$ cat src/design/assembly_token_scanner_unit_defines.svh
// assertion macros for the assembly token scanner
// used by the top level; needs signals named clk and rst_n in scope
`ifndef ASSEMBLY_TOKEN_SCANNER_UNIT_DEFINES_SVH
`define ASSEMBLY_TOKEN_SCANNER_UNIT_DEFINES_SVH

// same-cycle implication, disabled during reset
`define ATS_ASSERT_IMPL(name, ante, cons) \
    name: assert property (@(posedge clk) disable iff (!rst_n) (ante) |-> (cons)) \
        else $error("token scanner check failed");

// next-cycle implication, disabled during reset
`define ATS_ASSERT_NEXT(name, ante, cons) \
    name: assert property (@(posedge clk) disable iff (!rst_n) (ante) |=> (cons)) \
        else $error("token scanner check failed");

`endif

$ cat src/design/ats_pkg.sv
// shared types, codes and character classes for the assembly token scanner
// no dependencies
package ats_pkg;

    // scanner modes of the front part
    typedef enum logic [2:0] {
        MODE_IDLE    = 3'd0,
        MODE_COMMENT = 3'd1,
        MODE_WORD    = 3'd2,
        MODE_NUMBER  = 3'd3,
        MODE_MINUS   = 3'd4
    } scan_mode_t;

    // token kinds as seen on the output
    typedef enum logic [2:0] {
        KIND_MNEMONIC  = 3'd0,
        KIND_REGISTER  = 3'd1,
        KIND_IMMEDIATE = 3'd2,
        KIND_COMMA     = 3'd3,
        KIND_COLON     = 3'd4,
        KIND_ERROR     = 3'd5,
        KIND_END       = 3'd6
    } kind_t;

    // emitter states of the back part
    typedef enum logic [2:0] {
        B_IDLE = 3'd0,
        B_LOAD = 3'd1,
        B_TEXT = 3'd2,
        B_ONE  = 3'd3,
        B_END  = 3'd4
    } back_state_t;

    // what one accepted item asks the back part to send
    typedef struct packed {
        logic  flush_en;
        kind_t flush_kind;
        logic  one_en;
        kind_t one_kind;
        logic  end_en;
    } job_ctl_t;

    localparam logic [7:0] CH_SEMI    = 8'h3B;
    localparam logic [7:0] CH_R       = 8'h52;
    localparam logic [7:0] CH_MINUS   = 8'h2D;
    localparam logic [7:0] CH_COMMA   = 8'h2C;
    localparam logic [7:0] CH_COLON   = 8'h3A;
    localparam logic [7:0] CH_NEWLINE = 8'h0A;

    function automatic logic is_digit(input logic [7:0] c);
        return (c >= 8'h30) && (c <= 8'h39);
    endfunction

    function automatic logic is_letter(input logic [7:0] c);
        return ((c >= 8'h41) && (c <= 8'h5A)) || ((c >= 8'h61) && (c <= 8'h7A));
    endfunction

    function automatic logic is_space(input logic [7:0] c);
        return (c == 8'h20) || ((c >= 8'h09) && (c <= 8'h0D));
    endfunction

endpackage

$ cat src/design/ats_front.sv
// front part: accepts characters, tracks position, classifies and collects tokens
// depends on ats_pkg; writes token text into the back part's store
module ats_front #(
    parameter int TEXT_CAPACITY = 64,
    parameter int LINE_BITS     = 16,
    parameter int COLUMN_BITS   = 12,
    parameter int CNT_W         = 6,
    parameter int ADDR_W        = 6
) (
    input  logic                   clk,
    input  logic                   rst_n,
    input  logic                   in_valid,
    output logic                   in_ready,
    input  logic [7:0]             in_char,
    input  logic                   in_eoi,
    input  logic                   q_empty,
    input  logic                   back_busy,
    output logic                   push,
    output ats_pkg::job_ctl_t      ctl,
    output logic                   job_bank,
    output logic [CNT_W-1:0]       job_count,
    output logic [LINE_BITS-1:0]   job_sline,
    output logic [COLUMN_BITS-1:0] job_scol,
    output logic [LINE_BITS-1:0]   job_cline,
    output logic [COLUMN_BITS-1:0] job_ccol,
    output logic [7:0]             job_char,
    output logic                   wr_en,
    output logic [ADDR_W:0]        wr_addr,
    output logic [7:0]             wr_data
);

    localparam logic [CNT_W-1:0] STORE_MAX = CNT_W'(TEXT_CAPACITY - 1);

    ats_pkg::scan_mode_t      mode_reg, mode_next;
    logic [CNT_W-1:0]         count_reg, count_next;
    logic [LINE_BITS-1:0]     line_reg, line_next;
    logic [COLUMN_BITS-1:0]   col_reg, col_next;
    logic [LINE_BITS-1:0]     sline_reg, sline_next;
    logic [COLUMN_BITS-1:0]   scol_reg, scol_next;
    logic                     first_r_reg, first_r_next;
    logic                     reg_flag_reg, reg_flag_next;
    logic                     bank_reg, bank_next;

    logic                     accept;
    logic [LINE_BITS-1:0]     nl;
    logic [COLUMN_BITS-1:0]   nc;
    ats_pkg::kind_t           flush_kind;

    // classification of a character seen between tokens
    ats_pkg::scan_mode_t      ic_mode;
    logic                     ic_begin;
    ats_pkg::scan_mode_t      ic_begin_mode;
    logic                     ic_one;
    ats_pkg::kind_t           ic_one_kind;

    // per-item actions
    logic                     do_flush, do_store, do_begin, use_idle;
    ats_pkg::scan_mode_t      begin_mode;

    // one item in flight: wait for the back part to drain
    assign in_ready = q_empty && !back_busy;
    assign accept   = in_valid && in_ready;

    // position after counting this character, saturating
    always_comb
    begin
        nl = line_reg;
        nc = col_reg;
        if (in_char == ats_pkg::CH_NEWLINE)
        begin
            if (!(&line_reg))
                nl = line_reg + 1'b1;
            nc = '0;
        end
        else if (!(&col_reg))
        begin
            nc = col_reg + 1'b1;
        end
    end

    // idle classification
    always_comb
    begin
        ic_mode       = ats_pkg::MODE_IDLE;
        ic_begin      = 1'b0;
        ic_begin_mode = ats_pkg::MODE_WORD;
        ic_one        = 1'b0;
        ic_one_kind   = ats_pkg::KIND_ERROR;
        if (ats_pkg::is_space(in_char))
        begin
            ic_mode = ats_pkg::MODE_IDLE;
        end
        else if (in_char == ats_pkg::CH_SEMI)
        begin
            ic_mode = ats_pkg::MODE_COMMENT;
        end
        else if (ats_pkg::is_letter(in_char))
        begin
            ic_begin      = 1'b1;
            ic_begin_mode = ats_pkg::MODE_WORD;
        end
        else if (ats_pkg::is_digit(in_char))
        begin
            ic_begin      = 1'b1;
            ic_begin_mode = ats_pkg::MODE_NUMBER;
        end
        else if (in_char == ats_pkg::CH_MINUS)
        begin
            ic_begin      = 1'b1;
            ic_begin_mode = ats_pkg::MODE_MINUS;
        end
        else if (in_char == ats_pkg::CH_COMMA)
        begin
            ic_one      = 1'b1;
            ic_one_kind = ats_pkg::KIND_COMMA;
        end
        else if (in_char == ats_pkg::CH_COLON)
        begin
            ic_one      = 1'b1;
            ic_one_kind = ats_pkg::KIND_COLON;
        end
        else
        begin
            ic_one      = 1'b1;
            ic_one_kind = ats_pkg::KIND_ERROR;
        end
    end

    // kind of the pending token
    always_comb
    begin
        unique case (mode_reg)
            ats_pkg::MODE_WORD:
                flush_kind = reg_flag_reg ? ats_pkg::KIND_REGISTER : ats_pkg::KIND_MNEMONIC;
            ats_pkg::MODE_NUMBER:
                flush_kind = ats_pkg::KIND_IMMEDIATE;
            default:
                flush_kind = ats_pkg::KIND_ERROR;
        endcase
    end

    // next state and job for the accepted item
    always_comb
    begin
        mode_next     = mode_reg;
        count_next    = count_reg;
        line_next     = line_reg;
        col_next      = col_reg;
        sline_next    = sline_reg;
        scol_next     = scol_reg;
        first_r_next  = first_r_reg;
        reg_flag_next = reg_flag_reg;
        bank_next     = bank_reg;
        do_flush      = 1'b0;
        do_store      = 1'b0;
        do_begin      = 1'b0;
        use_idle      = 1'b0;
        begin_mode    = ic_begin_mode;
        ctl           = '0;
        wr_en         = 1'b0;
        wr_addr       = {bank_reg, count_reg[ADDR_W-1:0]};
        wr_data       = in_char;

        if (accept)
        begin
            if (in_eoi)
            begin
                do_flush   = mode_reg inside {ats_pkg::MODE_WORD, ats_pkg::MODE_NUMBER,
                                              ats_pkg::MODE_MINUS};
                ctl.end_en = 1'b1;
                mode_next  = ats_pkg::MODE_IDLE;
                count_next = '0;
                line_next  = LINE_BITS'(1);
                col_next   = '0;
                sline_next = LINE_BITS'(1);
                scol_next  = '0;
            end
            else
            begin
                line_next = nl;
                col_next  = nc;
                unique case (mode_reg)
                    ats_pkg::MODE_COMMENT:
                    begin
                        if (in_char == ats_pkg::CH_NEWLINE)
                            mode_next = ats_pkg::MODE_IDLE;
                    end
                    ats_pkg::MODE_WORD:
                    begin
                        if (ats_pkg::is_letter(in_char) || ats_pkg::is_digit(in_char))
                            do_store = 1'b1;
                        else
                        begin
                            do_flush = 1'b1;
                            use_idle = 1'b1;
                        end
                    end
                    ats_pkg::MODE_NUMBER:
                    begin
                        if (ats_pkg::is_digit(in_char))
                            do_store = 1'b1;
                        else
                        begin
                            do_flush = 1'b1;
                            use_idle = 1'b1;
                        end
                    end
                    ats_pkg::MODE_MINUS:
                    begin
                        if (ats_pkg::is_digit(in_char))
                        begin
                            mode_next = ats_pkg::MODE_NUMBER;
                            do_store  = 1'b1;
                        end
                        else
                        begin
                            do_flush = 1'b1;
                            use_idle = 1'b1;
                        end
                    end
                    default:
                        use_idle = 1'b1;
                endcase

                if (use_idle)
                begin
                    mode_next   = ic_mode;
                    count_next  = '0;
                    do_begin    = ic_begin;
                    ctl.one_en  = ic_one;
                    ctl.one_kind = ic_one_kind;
                end

                // append to the current token while there is room
                if (do_store && (count_reg < STORE_MAX))
                begin
                    wr_en      = 1'b1;
                    count_next = count_reg + 1'b1;
                    if ((count_reg == CNT_W'(1)) && first_r_reg && ats_pkg::is_digit(in_char))
                        reg_flag_next = 1'b1;
                end

                // new token goes to the other bank so a flush can still read
                if (do_begin)
                begin
                    mode_next     = begin_mode;
                    bank_next     = !bank_reg;
                    count_next    = CNT_W'(1);
                    sline_next    = nl;
                    scol_next     = nc;
                    first_r_next  = (in_char == ats_pkg::CH_R);
                    reg_flag_next = 1'b0;
                    wr_en         = 1'b1;
                    wr_addr       = {!bank_reg, {ADDR_W{1'b0}}};
                end
            end
            ctl.flush_en   = do_flush;
            ctl.flush_kind = flush_kind;
        end
    end

    assign push      = ctl.flush_en || ctl.one_en || ctl.end_en;
    assign job_bank  = bank_reg;
    assign job_count = count_reg;
    assign job_sline = sline_reg;
    assign job_scol  = scol_reg;
    assign job_cline = in_eoi ? line_reg : nl;
    assign job_ccol  = in_eoi ? col_reg : nc;
    assign job_char  = in_char;

    // scanner state registers
    always_ff @(posedge clk or negedge rst_n)
    begin
        if (!rst_n)
        begin
            mode_reg     <= ats_pkg::MODE_IDLE;
            count_reg    <= '0;
            line_reg     <= LINE_BITS'(1);
            col_reg      <= '0;
            sline_reg    <= LINE_BITS'(1);
            scol_reg     <= '0;
            first_r_reg  <= 1'b0;
            reg_flag_reg <= 1'b0;
            bank_reg     <= 1'b0;
        end
        else
        begin
            mode_reg     <= mode_next;
            count_reg    <= count_next;
            line_reg     <= line_next;
            col_reg      <= col_next;
            sline_reg    <= sline_next;
            scol_reg     <= scol_next;
            first_r_reg  <= first_r_next;
            reg_flag_reg <= reg_flag_next;
            bank_reg     <= bank_next;
        end
    end

endmodule

$ cat src/design/ats_queue.sv
// two-entry job queue between the front and back parts
// no package dependencies
module ats_queue #(
    parameter int WIDTH = 8
) (
    input  logic             clk,
    input  logic             rst_n,
    input  logic             push,
    input  logic [WIDTH-1:0] push_data,
    input  logic             pop,
    output logic             empty,
    output logic [WIDTH-1:0] pop_data
);

    logic [WIDTH-1:0] entry_reg [2];
    logic             wr_ptr_reg, rd_ptr_reg;
    logic [1:0]       fill_reg;

    assign empty    = (fill_reg == 2'd0);
    assign pop_data = entry_reg[rd_ptr_reg];

    // entry storage
    always_ff @(posedge clk)
    begin
        if (push)
            entry_reg[wr_ptr_reg] <= push_data;
    end

    // pointers and fill level
    always_ff @(posedge clk or negedge rst_n)
    begin
        if (!rst_n)
        begin
            wr_ptr_reg <= 1'b0;
            rd_ptr_reg <= 1'b0;
            fill_reg   <= 2'd0;
        end
        else
        begin
            if (push)
                wr_ptr_reg <= !wr_ptr_reg;
            if (pop)
                rd_ptr_reg <= !rd_ptr_reg;
            case ({push, pop})
                2'b10:   fill_reg <= fill_reg + 1'b1;
                2'b01:   fill_reg <= fill_reg - 1'b1;
                default: fill_reg <= fill_reg;
            endcase
        end
    end

endmodule

$ cat src/design/ats_back.sv
// back part: token text store; one result per cycle unless stalled
// depends on ats_pkg; fed by the job queue and the front part's writes
module ats_back #(
    parameter int LINE_BITS   = 16,
    parameter int COLUMN_BITS = 12,
    parameter int CNT_W       = 6,
    parameter int ADDR_W      = 6
) (
    input  logic                   clk,
    input  logic                   rst_n,
    input  logic                   wr_en,
    input  logic [ADDR_W:0]        wr_addr,
    input  logic [7:0]             wr_data,
    input  logic                   q_empty,
    output logic                   q_pop,
    input  ats_pkg::job_ctl_t      ctl,
    input  logic                   job_bank,
    input  logic [CNT_W-1:0]       job_count,
    input  logic [LINE_BITS-1:0]   job_sline,
    input  logic [COLUMN_BITS-1:0] job_scol,
    input  logic [LINE_BITS-1:0]   job_cline,
    input  logic [COLUMN_BITS-1:0] job_ccol,
    input  logic [7:0]             job_char,
    output logic                   busy,
    output logic                   out_valid,
    input  logic                   out_ready,
    output ats_pkg::kind_t         out_kind,
    output logic [7:0]             out_char,
    output logic [LINE_BITS-1:0]   out_line,
    output logic [COLUMN_BITS-1:0] out_col,
    output logic                   out_done,
    output logic                   out_last
);

    localparam int MEM_DEPTH = 2 ** (ADDR_W + 1);

    // two banks of token text
    logic [7:0] text_mem [MEM_DEPTH];
    logic [7:0] rd_data_reg;
    logic       rd_en;
    logic [ADDR_W:0] rd_addr;

    ats_pkg::back_state_t     state_reg, state_next;
    ats_pkg::job_ctl_t        ctl_reg, ctl_next;
    logic                     bank_reg, bank_next;
    logic [CNT_W-1:0]         cnt_reg, cnt_next;
    logic [CNT_W-1:0]         idx_reg, idx_next;
    logic [LINE_BITS-1:0]     sline_reg, sline_next;
    logic [COLUMN_BITS-1:0]   scol_reg, scol_next;
    logic [LINE_BITS-1:0]     cline_reg, cline_next;
    logic [COLUMN_BITS-1:0]   ccol_reg, ccol_next;
    logic [7:0]               ch_reg, ch_next;

    logic                     ovalid_reg, ovalid_next;
    ats_pkg::kind_t           okind_reg, okind_next;
    logic [7:0]               ochar_reg, ochar_next;
    logic [LINE_BITS-1:0]     oline_reg, oline_next;
    logic [COLUMN_BITS-1:0]   ocol_reg, ocol_next;
    logic                     odone_reg, odone_next;
    logic                     olast_reg, olast_next;

    logic                     slot_free;
    logic [CNT_W-1:0]         idx_inc;
    logic                     text_end;

    assign slot_free = !ovalid_reg || out_ready;
    assign idx_inc   = CNT_W'(idx_reg + 1'b1);
    assign text_end  = (idx_inc == cnt_reg);
    assign busy      = (state_reg != ats_pkg::B_IDLE);

    // text store: one write port, one registered read port
    always_ff @(posedge clk)
    begin
        if (wr_en)
            text_mem[wr_addr] <= wr_data;
        if (rd_en)
            rd_data_reg <= text_mem[rd_addr];
    end

    // emitter sequencing
    always_comb
    begin
        state_next  = state_reg;
        ctl_next    = ctl_reg;
        bank_next   = bank_reg;
        cnt_next    = cnt_reg;
        idx_next    = idx_reg;
        sline_next  = sline_reg;
        scol_next   = scol_reg;
        cline_next  = cline_reg;
        ccol_next   = ccol_reg;
        ch_next     = ch_reg;
        ovalid_next = out_ready ? 1'b0 : ovalid_reg;
        okind_next  = okind_reg;
        ochar_next  = ochar_reg;
        oline_next  = oline_reg;
        ocol_next   = ocol_reg;
        odone_next  = odone_reg;
        olast_next  = olast_reg;
        q_pop       = 1'b0;
        rd_en       = 1'b0;
        rd_addr     = {bank_reg, idx_inc[ADDR_W-1:0]};

        unique case (state_reg)
            ats_pkg::B_IDLE:
            begin
                if (!q_empty)
                begin
                    q_pop      = 1'b1;
                    ctl_next   = ctl;
                    bank_next  = job_bank;
                    cnt_next   = job_count;
                    idx_next   = '0;
                    sline_next = job_sline;
                    scol_next  = job_scol;
                    cline_next = job_cline;
                    ccol_next  = job_ccol;
                    ch_next    = job_char;
                    if (ctl.flush_en)
                        state_next = ats_pkg::B_LOAD;
                    else if (ctl.one_en)
                        state_next = ats_pkg::B_ONE;
                    else
                        state_next = ats_pkg::B_END;
                end
            end
            ats_pkg::B_LOAD:
            begin
                rd_en      = 1'b1;
                rd_addr    = {bank_reg, {ADDR_W{1'b0}}};
                state_next = ats_pkg::B_TEXT;
            end
            ats_pkg::B_TEXT:
            begin
                if (slot_free)
                begin
                    ovalid_next = 1'b1;
                    okind_next  = ctl_reg.flush_kind;
                    ochar_next  = rd_data_reg;
                    oline_next  = sline_reg;
                    ocol_next   = scol_reg;
                    odone_next  = text_end;
                    olast_next  = text_end && !ctl_reg.one_en && !ctl_reg.end_en;
                    idx_next    = idx_inc;
                    if (text_end)
                    begin
                        if (ctl_reg.one_en)
                            state_next = ats_pkg::B_ONE;
                        else if (ctl_reg.end_en)
                            state_next = ats_pkg::B_END;
                        else
                            state_next = ats_pkg::B_IDLE;
                    end
                    else
                    begin
                        // prefetch the next character
                        rd_en = 1'b1;
                    end
                end
            end
            ats_pkg::B_ONE:
            begin
                if (slot_free)
                begin
                    ovalid_next = 1'b1;
                    okind_next  = ctl_reg.one_kind;
                    ochar_next  = ch_reg;
                    oline_next  = cline_reg;
                    ocol_next   = ccol_reg;
                    odone_next  = 1'b1;
                    olast_next  = 1'b1;
                    state_next  = ats_pkg::B_IDLE;
                end
            end
            ats_pkg::B_END:
            begin
                if (slot_free)
                begin
                    ovalid_next = 1'b1;
                    okind_next  = ats_pkg::KIND_END;
                    ochar_next  = 8'h00;
                    oline_next  = cline_reg;
                    ocol_next   = ccol_reg;
                    odone_next  = 1'b1;
                    olast_next  = 1'b1;
                    state_next  = ats_pkg::B_IDLE;
                end
            end
            default:
                state_next = ats_pkg::B_IDLE;
        endcase
    end

    // state and output valid
    always_ff @(posedge clk or negedge rst_n)
    begin
        if (!rst_n)
        begin
            state_reg  <= ats_pkg::B_IDLE;
            ovalid_reg <= 1'b0;
        end
        else
        begin
            state_reg  <= state_next;
            ovalid_reg <= ovalid_next;
        end
    end

    // job and output payload
    always_ff @(posedge clk)
    begin
        ctl_reg   <= ctl_next;
        bank_reg  <= bank_next;
        cnt_reg   <= cnt_next;
        idx_reg   <= idx_next;
        sline_reg <= sline_next;
        scol_reg  <= scol_next;
        cline_reg <= cline_next;
        ccol_reg  <= ccol_next;
        ch_reg    <= ch_next;
        okind_reg <= okind_next;
        ochar_reg <= ochar_next;
        oline_reg <= oline_next;
        ocol_reg  <= ocol_next;
        odone_reg <= odone_next;
        olast_reg <= olast_next;
    end

    assign out_valid = ovalid_reg;
    assign out_kind  = okind_reg;
    assign out_char  = ochar_reg;
    assign out_line  = oline_reg;
    assign out_col   = ocol_reg;
    assign out_done  = odone_reg;
    assign out_last  = olast_reg;

endmodule

$ cat src/design/assembly_token_scanner_unit.sv
// top level of the assembly token scanner: front, job queue, back
// depends on ats_pkg, ats_front, ats_queue, ats_back and the defines header
//
//  channel   dir  handshake                  payload
//  s_axis    in   s_axis_tvalid/tready       tdata = char_in, tlast = end_of_input
//  m_axis    out  m_axis_tvalid/tready       tdata = text_char, token_line, token_column
//                                            tuser = kind, token_done; tlast = run_last
//
// an item with no results does not hold the input; an item with results holds the input
// until the back emitter has sent them, since only one such item is in flight
// meanwhile the queue is popped, any token text passes the text store's registered read,
// and each result is sent before the next accept
// reset brings line to 1 and column to 0; the text store needs no clearing pass
// a low m_axis_tready holds the output register, which stalls the emitter and the input
`include "assembly_token_scanner_unit_defines.svh"

module assembly_token_scanner_unit #(
    parameter int TEXT_CAPACITY = 64,
    parameter int LINE_BITS     = 16,
    parameter int COLUMN_BITS   = 12
) (
    input  logic              clk,
    input  logic              rst_n,
    input  logic              s_axis_tvalid,
    output logic              s_axis_tready,
    input  logic [7:0]        s_axis_tdata,   // [7:0] char_in
    input  logic              s_axis_tlast,   // end_of_input
    output logic              m_axis_tvalid,
    input  logic              m_axis_tready,
    // text_char, token_line, token_column, zero pad
    output logic [((8 + LINE_BITS + COLUMN_BITS + 7) / 8) * 8 - 1:0] m_axis_tdata,
    output logic [3:0]        m_axis_tuser,   // [2:0] kind, [3] token_done
    output logic              m_axis_tlast    // run_last
);

    localparam int DATA_W = ((8 + LINE_BITS + COLUMN_BITS + 7) / 8) * 8;
    localparam int CNT_W  = $clog2(TEXT_CAPACITY);
    localparam int ADDR_W = (TEXT_CAPACITY > 2) ? $clog2(TEXT_CAPACITY - 1) : 1;
    localparam int JOB_W  = $bits(ats_pkg::job_ctl_t) + 1 + CNT_W
                            + 2 * LINE_BITS + 2 * COLUMN_BITS + 8;

    ats_pkg::job_ctl_t        f_ctl, b_ctl;
    logic                     f_push, q_pop, q_empty, back_busy;
    logic                     f_bank, b_bank;
    logic [CNT_W-1:0]         f_count, b_count;
    logic [LINE_BITS-1:0]     f_sline, b_sline, f_cline, b_cline;
    logic [COLUMN_BITS-1:0]   f_scol, b_scol, f_ccol, b_ccol;
    logic [7:0]               f_char, b_char;
    logic                     wr_en;
    logic [ADDR_W:0]          wr_addr;
    logic [7:0]               wr_data;
    logic [JOB_W-1:0]         q_in, q_out;

    ats_pkg::kind_t           out_kind;
    logic [7:0]               out_char;
    logic [LINE_BITS-1:0]     out_line;
    logic [COLUMN_BITS-1:0]   out_col;
    logic                     out_done;
    logic                     end_out;

    // classifier and position tracking
    ats_front #(
        .TEXT_CAPACITY (TEXT_CAPACITY),
        .LINE_BITS     (LINE_BITS),
        .COLUMN_BITS   (COLUMN_BITS),
        .CNT_W         (CNT_W),
        .ADDR_W        (ADDR_W)
    ) u_front (
        .clk       (clk),
        .rst_n     (rst_n),
        .in_valid  (s_axis_tvalid),
        .in_ready  (s_axis_tready),
        .in_char   (s_axis_tdata),
        .in_eoi    (s_axis_tlast),
        .q_empty   (q_empty),
        .back_busy (back_busy),
        .push      (f_push),
        .ctl       (f_ctl),
        .job_bank  (f_bank),
        .job_count (f_count),
        .job_sline (f_sline),
        .job_scol  (f_scol),
        .job_cline (f_cline),
        .job_ccol  (f_ccol),
        .job_char  (f_char),
        .wr_en     (wr_en),
        .wr_addr   (wr_addr),
        .wr_data   (wr_data)
    );

    // job queue
    assign q_in = {f_ctl, f_bank, f_count, f_sline, f_scol, f_cline, f_ccol, f_char};
    assign {b_ctl, b_bank, b_count, b_sline, b_scol, b_cline, b_ccol, b_char} = q_out;

    ats_queue #(
        .WIDTH (JOB_W)
    ) u_queue (
        .clk       (clk),
        .rst_n     (rst_n),
        .push      (f_push),
        .push_data (q_in),
        .pop       (q_pop),
        .empty     (q_empty),
        .pop_data  (q_out)
    );

    // text store and result emitter
    ats_back #(
        .LINE_BITS   (LINE_BITS),
        .COLUMN_BITS (COLUMN_BITS),
        .CNT_W       (CNT_W),
        .ADDR_W      (ADDR_W)
    ) u_back (
        .clk       (clk),
        .rst_n     (rst_n),
        .wr_en     (wr_en),
        .wr_addr   (wr_addr),
        .wr_data   (wr_data),
        .q_empty   (q_empty),
        .q_pop     (q_pop),
        .ctl       (b_ctl),
        .job_bank  (b_bank),
        .job_count (b_count),
        .job_sline (b_sline),
        .job_scol  (b_scol),
        .job_cline (b_cline),
        .job_ccol  (b_ccol),
        .job_char  (b_char),
        .busy      (back_busy),
        .out_valid (m_axis_tvalid),
        .out_ready (m_axis_tready),
        .out_kind  (out_kind),
        .out_char  (out_char),
        .out_line  (out_line),
        .out_col   (out_col),
        .out_done  (out_done),
        .out_last  (m_axis_tlast)
    );

    // output packing
    assign m_axis_tdata = DATA_W'({out_col, out_line, out_char});
    assign m_axis_tuser = {out_done, out_kind};
    assign end_out      = m_axis_tvalid && (out_kind == ats_pkg::KIND_END);

    // end of input always leaves a job behind for the end token
    `ATS_ASSERT_NEXT(a_eoi_queued, s_axis_tvalid && s_axis_tready && s_axis_tlast, !q_empty)
    // the end token closes both the token and the item
    `ATS_ASSERT_IMPL(a_end_closes, end_out, m_axis_tlast && out_done)
    // the last result of an item always ends a token
    `ATS_ASSERT_IMPL(a_last_is_done, m_axis_tvalid && m_axis_tlast, m_axis_tuser[3])

endmodule

$ cat config.mk
export PLATFORM = sky130hd
export DESIGN_NAME = assembly_token_scanner_unit
export DESIGN_NICKNAME = d
export VERILOG_FILES = /design/src/design/ats_pkg.sv /design/src/design/ats_front.sv /design/src/design/ats_queue.sv /design/src/design/ats_back.sv /design/src/design/assembly_token_scanner_unit.sv
export VERILOG_INCLUDE_DIRS = /design/src /design/src/design
export SDC_FILE = /design/constraint.sdc
export NUM_CORES = 2
export LEC_CHECK = 0
export BUFFER_PORTS_ARGS = -buffer_cell sky130_fd_sc_hd__buf_2
export CAP_MARGIN = 20
export CELL_PAD_IN_SITES_DETAIL_PLACEMENT = 1
export CELL_PAD_IN_SITES_GLOBAL_PLACEMENT = 1
export CORE_ASPECT_RATIO = 1.5
export CORE_UTILIZATION = 40
export CTS_CLUSTER_DIAMETER = 40
export DETAILED_ROUTE_END_ITERATION = 8
export GPL_TIMING_DRIVEN = 1
export MAX_ROUTING_LAYER = met4
export PLACE_DENSITY_LB_ADDON = 0.15
export REMOVE_ABC_BUFFERS = 1
export SYNTH_ARGS = -nofsm -noshare
export SYNTH_HDL_FRONTEND = slang
export SYNTH_SLANG_ARGS = --single-unit
$ cat constraint.sdc
create_clock -name clk -period 12.15 [get_ports clk]
set_input_delay 0 -clock clk [delete_from_list [all_inputs] [get_ports clk]]
set_output_delay 0 -clock clk [all_outputs]
set_load 0.03 [all_outputs]
# Word-level counts from Yosys, hierarchy flattened
# Memory sizes are Yosys's and may differ from the RTL's. A register that Yosys moved wholly into a read port is not among the register bits.
# Index checks and enable logic that the tools add are counted.
# word_totals
wordCells	252
memories	2
reg_bits	202
ramBits	1184
in_bits	13
# classes
mux	122
order_cmp	9
bitwise	2
addsub	6
n_reduce_logical	52
eq_ne	27
# memory_table
memory	words	word_bits	rd	rd_ports_with_merged_regs	wr	line_no	source
u_back.text_mem	128	8	1	1	1	ats_back.sv:38	logic [7:0] text_mem [MEM_DEPTH];
u_queue.entry_reg	2	80	1	0	1	ats_queue.sv:15	logic [WIDTH-1:0] entry_reg [2];
# ops
cell	n
16-bit two-way mux	8
12-bit two-way mux	8
3-bit two-way mux	28
1-bit two-way mux	47
6-bit two-way mux	7
8-bit by 6-bit == test with 1-bit output, second input constant	5
16-bit one-hot mux with 2 select lines	1
8-bit two-way mux	3
12-bit one-hot mux with 2 select lines	1
8-bit one-hot mux with 3 select lines	1
7-bit two-way mux	3
16-bit by 1-bit adder with 16-bit output, second input constant	1
8-bit by 7-bit >= comparator with 1-bit output, second input constant	2
8-bit by 7-bit <= comparator with 1-bit output, second input constant	2
16-bit AND reduction	1
4-bit AND reduction	4
12-bit by 1-bit adder with 12-bit output, second input constant	1
6-bit by 1-bit adder with 6-bit output, second input constant	2
3-bit by 2-bit == test with 1-bit output, second input constant	4
3-bit one-hot mux with 2 select lines	2
3-bit one-hot mux with 4 select lines	1
6-bit one-hot mux with 2 select lines	1
12-bit AND reduction	1
2-bit nonzero test	6
other kinds (38)	78

# Depth between registers and ports, before layout
# logic_depth
depth_word	16
depth_mapped	12

# By module
# From an unflattened synthesis, not the netlist that was laid out.
# unflattened
hier_cells	3714
hier_area_um2	57679.1
# modules_own_cells
module	area_each_um2	cells_each	seq_area_each_um2	n_inst
ats_back	46788.6	2909	34873.4	1
ats_queue	6351.1	264	4904.7	1
ats_front	4498.1	535	1704.1	1
assembly_token_scanner_unit	41.3	6	0.0	1

# Worst setup path after synthesis
# OpenSTA, ideal clock, no wires.
# synth_path
kind	reg2reg
start	register u_back.state_reg[2]
end	memory u_queue.entry_reg[1][0] in the netlist's numbering, enable pin
setup_ns	0.528
stages_incl_launch_ff	9
path_buffers	1
t_arrival_ns	5.647
synth_period_minus_slack_ns	6.175
slack_ns	5.975
path_cell_list	dfrtp_1 > buf_2 > nor3_1 > nand3_1 > nor2_1 > o211ai_2 > or4b_1 > and2_4 > nor2b_1
# synth_between
elab_chain_cells	9
# synth_lines
element	line_no	source
start, declared	ats_back.sv:43	ats_pkg::back_state_t state_reg, state_next;
start signal, assigned	ats_back.sv:199	state_reg <= ats_pkg::B_IDLE;
start signal, assigned	ats_back.sv:204	state_reg <= state_next;
3-bit nonzero test (*)	ats_back.sv:69	assign busy = (state_reg != ats_pkg::B_IDLE);
1-bit zero test (*)	ats_front.sv:61	assign in_ready = q_empty && !back_busy;
1-bit logical AND (*)	ats_front.sv:61	
1-bit logical AND (*)	ats_front.sv:62	assign accept = in_valid && in_ready;
9-bit two-way mux (*)	ats_front.sv:164	if (accept)
1-bit logical OR	ats_front.sv:262	assign push = ctl.flush_en || ctl.one_en || ctl.end_en;
1-bit logical OR (*)	ats_front.sv:262	
1-bit two-way mux (*)	ats_queue.sv:25	if (push)
1-bit two-way mux (implied by the code) (*)	ats_queue.sv:26	entry_reg[wr_ptr_reg] <= push_data;
end, declared	ats_queue.sv:15	
# Mark *: on every way between the ends. The rest lies on a longest branch, timed or not.

# Worst setup path in the final report
# layout_path
start	register u_back.idx_reg[0]
end	register u_back.rd_data_reg[2], read port of u_back.text_mem (data pin)
# layout_between
elab_chain_cells	5
word_cells_on_any_way	6
cone_classes	add/sub (1); eq/ne (1); mux (4)
# layout_lines
element	line_no	source
start, declared	ats_back.sv:47	logic [CNT_W-1:0] idx_reg, idx_next;
start signal, assigned	ats_back.sv:215	idx_reg <= idx_next;
6-bit by 1-bit adder with 6-bit output (*)	ats_back.sv:67	assign idx_inc = CNT_W'(idx_reg + 1'b1);
net u_back.idx_inc[1]	ats_back.sv:63	logic [CNT_W-1:0] idx_inc;
6-bit == test	ats_back.sv:68	assign text_end = (idx_inc == cnt_reg);
1-bit two-way mux	ats_back.sv:145	if (text_end)
1-bit two-way mux	ats_back.sv:135	if (slot_free)
1-bit one-hot mux with 2 select lines	ats_back.sv:104	unique case (state_reg)
end, declared	ats_back.sv:39	logic [7:0] rd_data_reg;
# The timed path passes the listed nets; every way through them passes the cells marked *.
# A chain may end at the register's enable or synchronous reset.

==> results.toml <==
[run_status]
status = "finished clean"

[die]
die_w_um = 310.8
die_h_um = 465.2
num_rows = 169
die_area_um2 = 144600
ioPinCount = 60
initial_utilization_pct = 40.38
core_area_um2 = 141700

[worst_setup_path]
worst_path_most_repeated_cell = "buf_4"
slowest_stage = "a21boi_0"
r2r-start = "u_back.idx_reg[0]"
worstPathCellList = "buf_4 > ha_4 > buf_4 > buf_4 > o221ai_1 > o211ai_1 > a21boi_0 > o221ai_1 > a41oi_1"
critical_path_class = "register to register"
cp-start-kind = "register"
crit_fanout = 51
worstPathArrival_ns = 5.86
cp_data_required_time_ns = 12.76
critPathBufInv = 3
critPathTopFamily = "compound AO/OA/AOI/OAI gates"
slowest_delay_ns = 1.07
r2r_end = "u_back.rd_data_reg[2]"
rrSetupSlack_ns = 6.90
end_kind = "register"
reg2regPathDepth = 9

[layout]
synthToLayoutAreaGrowth_pct = 13.28
num-fill-cells = 13850
final_cells = 5776
drive_gt1_share_pct = 16.90
post-route-cell-area_um2 = 64810
seqCellArea_um2 = 41490
multi_input_area_um2 = 14660
largest_reg_flops = 1024
nets = 3792
final_util_pct = 45.74

[sta]
fmax_mhz = 190.5
finalCritPeriodShare_pct = 43.21
setup_viol = 0
final.setup.worst_slack_ns = 6.900
slew_headroom_pct = 9.844
grt_setup_unrepaired = "false"
clock_skew_ns = 0.02440
finalMaxSlewViolations = 0
period_minus_slack_ns = 5.250
hold_viol_final = 0
tightest_slew_ns = 1.340

[placement]
finalWeightedCongestion = 0.9267
dpl.cell_count = 5483
io_buffers = 55
dp_hpwl_um = 122600
pre_cts_ws_ns = 7.055
place_area_um2 = 59620

[synth]
synth_area_um2 = 57210
synth-main-ff-cell = "edfxtp_1"
yosys_warnings = 0
synth_cells = 3711
synth-async-reset-ratio_pct = 5.452
synth_seq_area_share_pct = 72.51
synth_edf_count = 1318
synth_cell_types = 108
synth_area_per_cell_um2 = 15.42
ys_ff_latch = 1394

[hold_path]
worstHoldPathType = "input pin to register"
min_from = "s_axis_tdata[4]"
holdPathEnd = "u_back.text_mem[67][4]"
min_delay_path_depth = 2

[routing]
vias_per_cell = 6.072
wl_per_cell_um = 33.51
vias = 35070
drcViolationCount = 0
postRouteAntennaNets = 0
wl_um = 193500
drt_iter0_drc = 3166
first_pass_iters = 6

[power_and_ir_drop]
p_leak_uw = 0.02105
vdd_drop_max_v = 0.0001993
pwr_density_cell_nw_per_um2 = 264.9
power.total_uw = 17170

[clock_tree]
h-tree-depth = 4
clock_latency_ns = 0.78
cts.clk_slew.worst_paths_ns = 0.06
cts_resized = 0
cts_buffers = 154
root_buffer = "clkbuf_16"
cts_buffer_depth = 3
clock-sinks = 1394
cts_tree = "yes"

[global_route]
grt_pass1_vias = 36350
grt_max_degree = 127
antenna_found_initial = 5
grt-ovfl-total = 0
grt_pass1_wl_um = 274300
grt_usage_pct = 27.38

[job]
drv_cap = 0
metal layers:
metal  global-route usage [%]  part of all wire, %
met1                    30.28                   37
met2                    47.62                   52
met5                        -                    0
met3                    3.637                  4.9
met4                    15.31                  6.2
how the worst max path moves through the flow:
stage,to,cells after the start,start
2_1_floorplan,u_back.rd_data_reg[0],7,u_back.idx_reg[0]
3_3_place_gp,u_back.text_mem[12][4],10,s_axis_tdata[1]
3_5_place_dp,u_back.text_mem[12][4],10,s_axis_tdata[1]
4_1_cts,u_back.rd_data_reg[3],10,u_back.idx_reg[0]
5_1_grt,u_back.rd_data_reg[3],10,u_back.idx_reg[0]
6_report,u_back.rd_data_reg[2],9,u_back.idx_reg[0]
cell families (layout without fill, tap and decap cells):
family / Yosys count / after routing / synth area share (%)
AOI/OAI and AO/OA: 794 / 794 / 9.858
xor gates and xnor gates: 45 / 45 / 0.7261
adders and majority gates: 6 / 6 / 0.1312
buffers and inverters: 276 / 455 / 2.275
DFF: 1394 / 1394 / 72.51
muxes: 325 / 325 / 7.176
other: 1 / 6 / 0.006555
and+or+nand+nor: 870 / 870 / 7.314
stage by stage:
step | setup TNS [ns] | hold WS [ns]
CTS | 0 | 0.1509
finish | 0 | 0.2021
detailed placement | 0 | -0.04851
global placement | 0 | -0.04913
floorplan | -15.58 | -0.2956
global route | 0 | 0.1914
synthesized netlist by cell type (all sizes together), types with 68 or more instances:
cell | instances | area (um^2)
mux2i | 121 | 1211
a211oi | 68 | 515.5
buf | 137 | 779.5
mux2 | 153 | 1723
edfxtp | 1318 | 39580
a21oi | 115 | 583.1
nand3 | 100 | 505.5
dfrtp | 74 | 1852
o21ai | 153 | 773.2
nand2 | 246 | 930.9
clkbuf | 125 | 469.2
nor2 | 251 | 944.7
power breakdown:
| part | total (uW) | switching (uW) | internal [uW] |
|---|---|---|---|
| Clock | 4640 | 1990 | 2660 |
| Combinational | 6550 | 4670 | 1880 |
| Sequential | 5970 | 239 | 5740 |
placed cells by master, fill, tap and decap left out, types with 22 or more instances in the layout:
master	Yosys	routed
dfrtp_1	74	73
clkbuf_1	125	22
and3_1	49	49
a31oi_1	35	35
o21ai_0	148	147
or3_1	28	28
nand3_1	99	96
o221ai_1	42	42
buf_2	93	46
a21oi_1	113	111
nor2b_1	26	23
a22o_1	23	23
mux2_2	153	153
nand2_1	245	242
a221oi_1	23	23
nor2_1	250	246
nor3_1	48	46
edfxtp_1	1318	1318
mux2i_1	121	121
nand2b_1	24	23
buf_4	15	98
mux4_2	45	45
a211oi_1	67	67
o31ai_1	22	22
o211ai_1	42	42
clkbuf_16	0	162
o22ai_1	50	50
area by class of cell:
| type | instances | share of cell area [%] |
|---|---|---|
| Sequential cell | 1394 | 64.02 |
| Timing Repair Buffer | 165 | 1.879 |
| Inverter | 14 | 0.08881 |
| Multi-Input combinational cell | 2044 | 22.62 |
| Tap cell | 1881 | 3.632 |
| Antenna cell | 2 | 0.007723 |
| Clock inverter | 91 | 1.353 |
| Clock buffer | 185 | 6.404 |
timing repair:
action,CTS,global route
hold buffers,14,0
setup buffers,0,0
endpoints found under the hold margin,294,0
setup endpoints to repair,0,0
Note: power is estimated with default switching activity, not from simulation.
